**config.mk**
```make
export PLATFORM = sky130hd
export DESIGN_NAME = dpq_cell
export DESIGN_NICKNAME = d
export VERILOG_FILES = /design/src/dpq_pkg.sv /design/src/dpq_cell.sv
export SDC_FILE = /design/constraint.sdc
export NUM_CORES = 1
export LEC_CHECK = 0
export BUFFER_PORTS_ARGS = -buffer_cell sky130_fd_sc_hd__buf_2
export CAP_MARGIN = 20
export CELL_PAD_IN_SITES_DETAIL_PLACEMENT = 1
export CELL_PAD_IN_SITES_GLOBAL_PLACEMENT = 1
export CORE_ASPECT_RATIO = 0.7
export CORE_UTILIZATION = 33
export CTS_CLUSTER_SIZE = 24
export DETAILED_ROUTE_END_ITERATION = 8
export PLACE_DENSITY = 0.9
export SLEW_MARGIN = 30
export SYNTH_ARGS = -nofsm -noshare
export SYNTH_HDL_FRONTEND = slang
export SYNTH_SLANG_ARGS = --single-unit
```
**constraint.sdc**
```tcl
create_clock -name clk -period 13.8 [get_ports clk]
set_input_delay 3.45 -clock clk [delete_from_list [all_inputs] [get_ports clk]]
set_output_delay 3.45 -clock clk [all_outputs]
set_load 0.03 [all_outputs]
```
**src/dpq_pkg.sv**
```systemverilog
// ----------------------------------------------------------------------------
// dpq_pkg
// Shared types and constants for the double-ended priority queue.
// ----------------------------------------------------------------------------
package dpq_pkg;

  localparam int CAPACITY   = 64;
  localparam int CNT_W      = $clog2(CAPACITY + 1);
  localparam int DATA_W     = 32;
  localparam int GROUPS     = 8;
  localparam int GROUP_SIZE = (CAPACITY + GROUPS - 1) / GROUPS;

  localparam logic [1:0] REQ_INSERT     = 2'd0;
  localparam logic [1:0] REQ_REMOVE_MAX = 2'd1;
  localparam logic [1:0] REQ_REMOVE_MIN = 2'd2;

  localparam logic [1:0] STAT_DONE  = 2'd0;
  localparam logic [1:0] STAT_EMPTY = 2'd1;
  localparam logic [1:0] STAT_FULL  = 2'd2;

  typedef struct packed {
    logic [1:0]               req_type;
    logic signed [DATA_W-1:0] value;
  } in_t;

  typedef struct packed {
    logic signed [DATA_W-1:0] max_value;
    logic signed [DATA_W-1:0] min_value;
    logic [CNT_W-1:0]         entry_count;
    logic                     is_empty;
    logic [1:0]               status;
  } out_t;

  // broadcast from the controller to every cell
  typedef struct packed {
    logic                     ins;
    logic                     del_min;
    logic signed [DATA_W-1:0] value;
    logic [CNT_W-1:0]         count;
  } ctrl_t;

endpackage

```
**src/dpq_cell.sv**
```systemverilog
// ----------------------------------------------------------------------------
// dpq_cell
// One cell of the sorted chain: holds a value, shifts up on insert and down
// on removal of the minimum.
// ----------------------------------------------------------------------------
module dpq_cell (
  input  logic                             clk,
  input  dpq_pkg::ctrl_t                   ctrl,
  input  logic [dpq_pkg::CNT_W-1:0]        cell_idx,
  input  logic signed [dpq_pkg::DATA_W-1:0] left_val,
  input  logic                             left_gt,
  input  logic signed [dpq_pkg::DATA_W-1:0] right_val,
  output logic signed [dpq_pkg::DATA_W-1:0] cell_val,
  output logic                             cell_gt,
  output logic signed [dpq_pkg::DATA_W-1:0] top_val
);

  logic signed [dpq_pkg::DATA_W-1:0] val_r;
  logic signed [dpq_pkg::DATA_W-1:0] val_nxt;
  logic                              occupied;
  logic                              is_top;

  assign occupied = cell_idx < ctrl.count;
  assign cell_gt  = occupied && (ctrl.value < val_r);
  assign is_top   = cell_idx == (ctrl.count - dpq_pkg::CNT_W'(1));
  assign cell_val = val_r;
  assign top_val  = is_top ? val_r : '0;

  always_comb begin
    val_nxt = val_r;
    if (ctrl.ins) begin
      if (left_gt) begin
        val_nxt = left_val;
      end else if (cell_gt || cell_idx == ctrl.count) begin
        val_nxt = ctrl.value;
      end
    end else if (ctrl.del_min) begin
      val_nxt = right_val;
    end
  end

  always_ff @(posedge clk) begin
    val_r <= val_nxt;
  end

endmodule

```
==> results.md, run 1 <==
- Seq pwr share: 35.2%
- Cell Pwr Density: 91.29 nW/um^2
- WL met1: 4352 um
- Multi-input gate area: 1846 um^2
- Via count: 3150
- Sw Pwr: 0.1389 mW
- Reg area: 960.9 um^2
- Simple-gate share of the synthesized area: 18.59%
- Post-Synth XOR/XNOR Area: 2.319%
- Power Total: 0.3849 mW
- Slew at the pin closest to its max-slew limit: 0.6456 ns
- RSZ-0062 raised after global routing: no
- Synth cell types: 33
- Post-route insts no fill: 637
- Vias per cell: 4.945
- Post-CTS setup buffer count: 0
- # IOs: 179
- Metal2 WL: 5069 um
- Cell count after synthesis: 341
- Post-route ant nets: 0
- CTS tree: yes
- Clk slew on worst S/H paths: 0.06 ns
- Leakage: 2.279 nW
- Initial antenna violation count: 0
- Crit path launch type: primary input
- Sequential element share of the synthesized area: 31.80%
- Switching part of the total: 36.08%
- Die Span X: 116.4 um
- Post-DP HPWL: 8386 um
- Most common cell after layout, fill and taps aside: buf_2
- Layout cells sized above 1: 37.52%
- Routed len/inst: 15.76 um
- DR WL met3: 530 um
- Clock sinks: 32
- Placed cells: 629
- H-tree levels: 2
- Critical Path RT: 10.35 ns
- Synth Area in Compound Gates: 12.63%
- CP max FO: 24
- Post-synth top flop: edfxtp_1
- Fin nets: 670
- Diodes inserted: 0
- Setup WS pre-CTS: 4.367 ns
- Total CTS buffers: 5
- First-pass GRT wire length: 15850 um
- Final WS setup: 4.728 ns
- Crit end category: output pin
- Max capacitance violation total: 0
- Final Hold Fails: 0
- Filler cell count: 1105
- Post-synth EDFFs: 32
- FF-to-FF setup slack: 10.73 ns
- Post-route DRC: 0
- Final clock period utilization by the worst path: 65.74%
- Clock skew: 0.005916 ns
- # rows: 28
- GRT Total Usage: 21.51%
- Max-slew violations: 0
- Mux contribution to synthesized area: 10.93%
- Final Hold Slack: 1.281 ns
- Maximum vdd drop: 0.00003826 V
- Syn nets: 494
- Crit Path Class: in -> out
- Number of port buffers: 178
- # hold bufs at CTS: 0
- Worst EP arrival: 5.62 ns
- Die area: 9549 um^2
- Initial DRC count: 78
- Pint: 0.2460 mW
- Ys Warns: 0
- Max FFs per register: 32
- Max-slew headroom: 56.96%
- Core ar.: 8653 um^2
- RD Place Congestion: 0.8101
- Logic pwr share: 37.9%
- Tmin final: 9.072 ns
- Clock Latency Late Sink: 0.27 ns
- Synth-to-layout area growth: 39.54%
- Initial Utilization: 34.92%
- Buffer depth of the longest clock path: 2
- Syn_area_per_cell: 8.861 um^2
- Clock power share: 26.9%
- Final setup fails: 0
- CTS root buf: clkbuf_16
- Height of the die: 82.06 um
- Hold Path Class: reg -> reg
- Remaining global-route overflow: 0
- Vias in the first global route: 3297
- Largest net degree at the start of global routing: 67
- Post-cts resize count: 0
- Most frequent cells in the layout: buf_2 (178), a21oi_1 (48), inv_1 (41)
- Fmax: 110.2 MHz
- FFs w/ async S/R, synth: 0%
- Synthesized cell area: 3022 um^2
- Status: completed
- Top sig layer: met4
- Setup TNS: 0 ns
- Largest family of logic cells by synthesized area: simple AND/OR/NAND/NOR gates
- WL final: 10040 um
- Count of TritonRoute iterations in the first routing pass: 6
- Synth Area in Adders: 16.15%
- Post-synthesis register bit count: 32
==> cell usage after synthesis, drive strengths merged, types with 2 or more instances <==
library cell	n	share of area, %
nor3	3	0.87
a21o	2	0.50
buf	7	1.6
a211o	3	0.87
a31oi	3	0.62
a21oi	48	8.0
and2	34	7.0
o21ai	6	0.99
nand2b	3	0.62
mux2i	33	11
nand2	8	0.99
nor2	41	5.2
clkbuf	7	0.87
xnor2	8	2.3
nand4	7	1.4
ha	39	16
inv	41	5.1
nor4	2	0.41
edfxtp	32	32
nand3	4	0.66
==> layer usage <==
metal / vias to the layer above / global-route usage, %
li1: 1550 / -
met2: 110 / 41.89
met5: - / 0
met3: 8 / 2.952
met1: 1482 / 24.70
met4: 0 / 5.513
==> layout make-up <==
class	instances	area share, %
Clock inverter	1	0.1187
Clock buffer	6	3.056
Tap cell	120	3.561
Sequential cell	32	22.79
Timing Repair Buffer	183	23.06
Inverter	41	3.650
Multi-Input combinational cell	254	43.77
==> critical path, cell delays in order <==
cell	delay, ns
buf_2	0.11
inv_1	0.05
ha_1	0.22
xnor2_1	0.23
xnor2_1	0.09
or4_4	0.53
nor3_4	0.33
buf_6	0.26
and2_1	0.15
buf_2	0.20
==> metrics by stage <==
stage	util, %	cell area [um^2]
floorplan	-	3022
global placement	46.41	4016
detailed placement	47.05	4071
CTS	48.60	4205
global route	48.73	4217
finish	48.73	4217
==> kinds of logic after synthesis <==
family          Yosys count
mux                      33
xor+xnor                  8
simple gates            107
fa+ha+maj                39
compound gates           67
flops                    32
buf+inv                  55
==> power groups by stage <==
stage	combinational, mW	clock, mW	sequential (mW)
6_report	0.146	0.104	0.135
5_1_grt	0.162	0.111	0.137
3_5_place_dp	0.147	0	0.137
4_1_cts	0.147	0.108	0.135
2_1_floorplan	0.0654	0	0.160
3_3_place_gp	0.137	0	0.136
==> worst paths after layout <==
path,from,to,depth (start not counted)
worst max-delay path,ctrl[0],top_val[11],10
worst min-delay path,cell_val[31],cell_val[13],4
worst max register to register,cell_val[30],cell_val[3],8
worst min register to register,cell_val[31],cell_val[13],4
(Power assumes the default switching activity.)
==> inputs of run 2 (changes only) <==
--- a/config.mk
+++ b/config.mk
@@ -10,10 +10,10 @@
 export CELL_PAD_IN_SITES_DETAIL_PLACEMENT = 1
 export CELL_PAD_IN_SITES_GLOBAL_PLACEMENT = 1
 export CORE_ASPECT_RATIO = 0.7
-export CORE_UTILIZATION = 33
+export CORE_UTILIZATION = 31
 export CTS_CLUSTER_SIZE = 24
 export DETAILED_ROUTE_END_ITERATION = 8
-export PLACE_DENSITY = 0.9
+export PLACE_DENSITY = 0.85
 export SLEW_MARGIN = 30
 export SYNTH_ARGS = -nofsm -noshare
 export SYNTH_HDL_FRONTEND = slang
==> constraint.sdc (replaced) <==
create_clock -name clk -period 8.44 [get_ports clk]
set_input_delay 2.11 -clock clk [delete_from_list [all_inputs] [get_ports clk]]
set_output_delay 2.11 -clock clk [all_outputs]
set_load 0.03 [all_outputs]
==> run 2 against run 1 <==
Global-route usage shrank 1.4 points; register-to-register slack worse by 5.4 ns; sequential cell count unchanged; worst hold slack about the same; clock power rose by 98%; critical path depth unchanged; sequential share of layout area is 0.095 points higher; cell count rose by 0.47%; die area grew 6.3%; critical path type unchanged; largest power group unchanged.
==> results.md, run 2 (synthesis gave the netlist of run 1 again) <==
- Post-cts resize count: 0
- Fin nets: 668
- Layout cells sized above 1: 37.40%
- Clock sinks: 32
- Initial antenna violation count: 0
- Clk slew on worst S/H paths: 0.06 ns
- CTS tree: yes
- Most frequent cells in the layout: buf_2 (177), a21oi_1 (48), inv_1 (41)
- Largest net degree at the start of global routing: 67
- Setup TNS: 0 ns
- Crit path launch type: primary input
- Fmax: 153.2 MHz
- Buffer depth of the longest clock path: 2
- Placed cells: 631
- Total CTS buffers: 5
- RSZ-0062 raised after global routing: no
- Most common cell after layout, fill and taps aside: buf_2
- Post-DP HPWL: 8315 um
- Pint: 0.4315 mW
- Sw Pwr: 0.2302 mW
- # hold bufs at CTS: 0
- Max-slew violations: 0
- Critical Path RT: 6.33 ns
- First-pass GRT wire length: 16140 um
- Vias per cell: 4.916
- Height of the die: 84.60 um
- Finished Cell Area: 4199 um^2
- Initial DRC count: 85
- Worst EP arrival: 4.42 ns
- Crit end category: output pin
- Post-route ant nets: 0
- Switching part of the total: 34.79%
- Number of port buffers: 178
- CP max FO: 17
- Synth-to-layout area growth: 38.96%
- Hold Path Class: reg -> reg
- CTS root buf: clkbuf_16
- Post-route DRC: 0
- Crit Path Class: in -> out
- Worst R2R Path Depth: 8
- Maximum vdd drop: 0.0001068 V
- GRT Total Usage: 20.07%
- Seq pwr share: 33.4%
- Max FFs per register: 32
- Clock power share: 31.1%
- Clock skew: 0.006355 ns
- Final setup fails: 0
- Routed len/inst: 15.95 um
- Max capacitance violation total: 0
- FF-to-FF setup slack: 5.37 ns
- # rows: 29
- Status: completed
- Leakage: 2.269 nW
- Via count: 3146
- Final clock period utilization by the worst path: 77.32%
- Vias in the first global route: 3314
- Post-route insts no fill: 640
- Tmin final: 6.526 ns
- Cell Pwr Density: 157.6 nW/um^2
- Area of placed instances: 4024 um^2
- # IOs: 179
- Initial Utilization: 32.66%
- RD Place Congestion: 0.8239
- WL final: 10210 um
- Clock Latency Late Sink: 0.27 ns
- Die Span X: 120 um
- Fin util: 45.38%
- Final Hold Fails: 0
- H-tree levels: 2
- Core ar.: 9253 um^2
- Diodes inserted: 0
- Post-CTS setup buffer count: 0
- Worst hold stages: 4
- Slew at the pin closest to its max-slew limit: 0.6538 ns
- Die area: 10150 um^2
- Count of TritonRoute iterations in the first routing pass: 4
- Remaining global-route overflow: 0
- Logic pwr share: 35.5%
- Max-slew headroom: 56.27%
run 2: cell count changes in the layout (fill, tap and decap cells not counted):
cell,before,now
bufinv_16,0,1
buf_4,2,3
buf_16,2,0
buf_2,178,177
run 2: layout make-up:
type	instances	area, um^2
clock inverters	2	35.03
fillers	1176	5054
inverters	41	153.9
flip-flops and latches	32	960.9
multi-input cells	254	1846
well taps	124	155.1
clock buffers	6	128.9
repair buffers	181	919.6
run 2: worst max-delay path, cell delays in order:
cell and delay [ns]:
buf_2 0.11, inv_1 0.04, ha_1 0.22, xnor2_1 0.20
xnor2_1 0.08, or4_4 0.53, nor3_4 0.52, buf_6 0.25
and2_1 0.15, buf_2 0.20
run 2: per-layer routing:
metal / global-route usage, % / wire (um)
met1: 23.53 / 4446
met3: 3.193 / 497
met4: 4.886 / 124
met2: 37.88 / 5138
met5: 0 / 0
run 2: stage by stage:
step	setup WS, ns	power, mW	hold slack [ns]
finish	1.914	0.6618	1.282
detailed placement	1.696	0.4620	1.277
CTS	1.693	0.6734	1.300
global route	1.735	0.7024	1.345
floorplan	2.193	0.3686	1.884
global placement	1.912	0.4478	1.211
run 2: power groups by stage:
| stage | Sequential, mW | Combinational, mW | Clock [mW] |
|---|---|---|---|
| after global placement | 0.223 | 0.225 | 0 |
| after detailed placement | 0.225 | 0.237 | 0 |
| after CTS | 0.222 | 0.238 | 0.214 |
| final | 0.221 | 0.235 | 0.206 |
| after floorplan | 0.262 | 0.107 | 0 |
| after global routing | 0.224 | 0.260 | 0.218 |
run 2: final timing paths:
check	from	to
setup / recovery	ctrl[0]	top_val[30]
hold / removal	cell_val[31]	cell_val[13]
setup reg to reg	cell_val[31]	cell_val[22]
hold reg to reg	cell_val[31]	cell_val[13]
==> inputs of run 3 (changes only) <==
--- a/config.mk
+++ b/config.mk
@@ -5,15 +5,16 @@
 export SDC_FILE = /design/constraint.sdc
 export NUM_CORES = 1
 export LEC_CHECK = 0
+export ABC_AREA = 1
 export BUFFER_PORTS_ARGS = -buffer_cell sky130_fd_sc_hd__buf_2
 export CAP_MARGIN = 20
 export CELL_PAD_IN_SITES_DETAIL_PLACEMENT = 1
 export CELL_PAD_IN_SITES_GLOBAL_PLACEMENT = 1
 export CORE_ASPECT_RATIO = 0.7
-export CORE_UTILIZATION = 31
+export CORE_UTILIZATION = 27
 export CTS_CLUSTER_SIZE = 24
 export DETAILED_ROUTE_END_ITERATION = 8
-export PLACE_DENSITY = 0.85
+export PLACE_DENSITY = 0.81
 export SLEW_MARGIN = 30
 export SYNTH_ARGS = -nofsm -noshare
 export SYNTH_HDL_FRONTEND = slang
==> constraint.sdc (replaced) <==
create_clock -name clk -period 5.7 [get_ports clk]
set_input_delay 1.425 -clock clk [delete_from_list [all_inputs] [get_ports clk]]
set_output_delay 1.425 -clock clk [all_outputs]
set_load 0.03 [all_outputs]
==> run 3 against run 2 <==
Critical path depth is 1 lower; die area grew 14%; sequential cell count unchanged; non-clock buffer count rose by 1; worst hold slack got worse by 0.023 ns; cell count is 13% higher; count of clock-buffer cells in the layout decreased by 1; sequential power rose by 40%; critical path type unchanged; setup slack got worse by 0.96 ns; clock power up 52%.
==> results.md, run 3 <==
- Status: completed
- Logic pwr share: 34.8%
- H-tree levels: 2
- Final WS setup: 0.9507 ns
- Post-CTS setup buffer count: 0
- Fmax: 210.6 MHz
- Synth Area in Compound Gates: 15.88%
- Crit path cell chain: buf_2 > inv_2 > ha_1 > a21oi_1 > nor2_1 > a2111oi_0 > nand3_1 > inv_1 > buf_2
- Worst EP arrival: 3.32 ns
- Die Span X: 128.4 um
- Pint: 0.6141 mW
- Post-DP HPWL: 9146 um
- Layout cells sized above 1: 40.07%
- Simple-gate share of the synthesized area: 24.34%
- Die area: 11610 um^2
- Clock Latency Late Sink: 0.28 ns
- Leakage: 2.225 nW
- Hold Path Class: reg -> reg
- Post-synth top area share: 31.84%
- Power Total: 0.9572 mW
- Via count: 3372
- Post-synth EDFFs: 32
- Sequential element share of the synthesized area: 31.84%
- CTS root buf: clkbuf_16
- CP max FO: 3
- Largest area contributor in the netlist: edfxtp_1
- Mux contribution to synthesized area: 0%
- FFs w/ async S/R, synth: 0%
- Final clock period utilization by the worst path: 83.32%
- Fin nets: 726
- Final Hold Fails: 0
- Number of port buffers: 178
- Crit path max-delay cell type: a2111oi_0
- Syn nets: 552
- Critical Path RT: 4.28 ns
- Most common cell after layout, fill and taps aside: buf_2
- RD Place Congestion: 0.7885
- Clock power share: 32.8%
- Cell count after synthesis: 399
- GRT Total Usage: 19.63%
- Post-cts resize count: 0
- Syn_area_per_cell: 7.564 um^2
- Tmin final: 4.749 ns
- # IOs: 179
- Initial DRC count: 87
- Vias in the first global route: 3672
- Slowest cell delay on critical path: 0.63 ns
- CTS tree: yes
- Seq pwr share: 32.4%
- Synth Area in Adders: 16.17%
- Maximum vdd drop: 0.00009301 V
- Crit end category: output pin
- Core ar.: 10590 um^2
- Filler cell count: 1381
- Count of TritonRoute iterations in the first routing pass: 4
- Diodes inserted: 0
- Synth-to-layout area growth: 40.34%
- Setup TNS: 0 ns
- Synth top area cells: edfxtp_1 (32%), ha_1 (16%), o21ai_0 (11%)
- Post-route ant nets: 0
- Cell Pwr Density: 226.0 nW/um^2
- Total CTS buffers: 5
- WL final: 11260 um
- Remaining global-route overflow: 0
- # rows: 31
- Routed len/inst: 15.59 um
- Clk slew on worst S/H paths: 0.06 ns
- First-pass GRT wire length: 17840 um
- Sw Pwr: 0.3432 mW
- Crit path launch type: primary input
- CP dominant cell by count: buf_2
- Max FFs per register: 32
- Slew at the pin closest to its max-slew limit: 0.7106 ns
- Height of the die: 90.46 um
- Synthesized cell area: 3018 um^2
- Commonest cells post-synth: o21ai_0 (69), nand2_1 (66), inv_1 (52), nor2_1 (48), ha_1 (39)
- Largest net degree at the start of global routing: 36
- Max-slew headroom: 51.40%
- Final setup fails: 0
- Max-slew violations: 0
- Max capacitance violation total: 0
- Clock sinks: 32
- # hold bufs at CTS: 0
- Most frequent cells in the layout: buf_2 (178), o21ai_0 (69), nand2_1 (66)
- Initial Utilization: 28.50%
- Setup WS pre-CTS: 0.8066 ns
- Most common cell in the synthesized netlist: o21ai_0
- Post-route DRC: 0
- Post-synth top flop: edfxtp_1
- Largest family of logic cells by synthesized area: simple AND/OR/NAND/NOR gates
- Post-synthesis register bit count: 32
- Switching part of the total: 35.85%
- Ys Warns: 0
- Buffer depth of the longest clock path: 2
- RSZ-0062 raised after global routing: no
- Post-Synth XOR/XNOR Area: 2.570%
- Vias per cell: 4.670
- Crit Path Class: in -> out
- Initial antenna violation count: 0
- Synth cell types: 26
- Clock skew: 0.007337 ns
-- run 3: changes by cell type in the layout (fill, tap and decap cells not counted), moves of 8 or more --
cell	change
mux2i_1	-33
inv_1	+9
a21oi_1	-30
nor2_1	+8
o21ai_0	+63
and2_1	-34
nand2_1	+58
nor2_2	+28
-- run 3: per-stage QoR --
step                cell area (um^2)  utilization [%]  hold WS, ns  instances
finish                          4235            40.00        1.259        722
detailed placement              4068            38.41        1.257        714
CTS                             4235            40.00        1.273        722
global placement                4068            38.41        1.249        714
floorplan                       3018                -        1.616        399
global route                    4235            40.00        1.352        722
-- run 3: cell families (layout without fill, tap and decap cells) --
logic type	after synthesis	after routing
buf+inv	68	243
simple gates	160	160
compound gates	92	92
fa+ha+maj	39	39
flops	32	32
xor+xnor	8	8
-- run 3: power groups by stage --
stage | sequential, mW | combinational, mW | clock (mW)
CTS | 0.311 | 0.339 | 0.327
finish | 0.310 | 0.333 | 0.314
global route | 0.314 | 0.373 | 0.332
detailed placement | 0.315 | 0.337 | 0
global placement | 0.313 | 0.325 | 0
floorplan | 0.370 | 0.150 | 0
-- run 3: final cells by class --
cell class | instances | area, um^2 | share of cell area [%]
tap | 148 | 185.2 | 4.372
sequential | 32 | 960.9 | 22.69
inverter | 53 | 198.9 | 4.697
clock inverter | 3 | 42.54 | 1.004
multi-input combinational | 299 | 1802 | 42.54
timing repair buffer | 182 | 920.9 | 21.74
clock buffer | 5 | 125.1 | 2.954
-- run 3: layer usage --
metal  vias to the layer above  track usage [%]  share of wire [%]
li1                       1663                -                  -
met4                         0            3.627                1.1
met5                         -                0                  0
met1                      1573            23.05                 43
met3                        12            4.917                7.2
met2                       124            35.90                 49
-- run 3: path summary, 6_finish.rpt --
check                    start      endpoint  slack [ns]  cells after the start
setup / recovery       ctrl[4]       cell_gt        0.95                      9
hold / removal    cell_val[31]  cell_val[23]        1.26                      5
setup reg to reg  cell_val[31]   cell_val[3]        2.81                     11
hold reg to reg   cell_val[31]  cell_val[23]        1.26                      5
-- run 3: worst max-delay path: cells and delay by family --
kind | cells | cell delay [ns]
buffers and inverters | 4 | 0.50
AND/OR/NAND/NOR | 2 | 0.31
AO/OA/AOI/OAI | 2 | 0.77
adder cells (fa/ha/maj) | 1 | 0.31
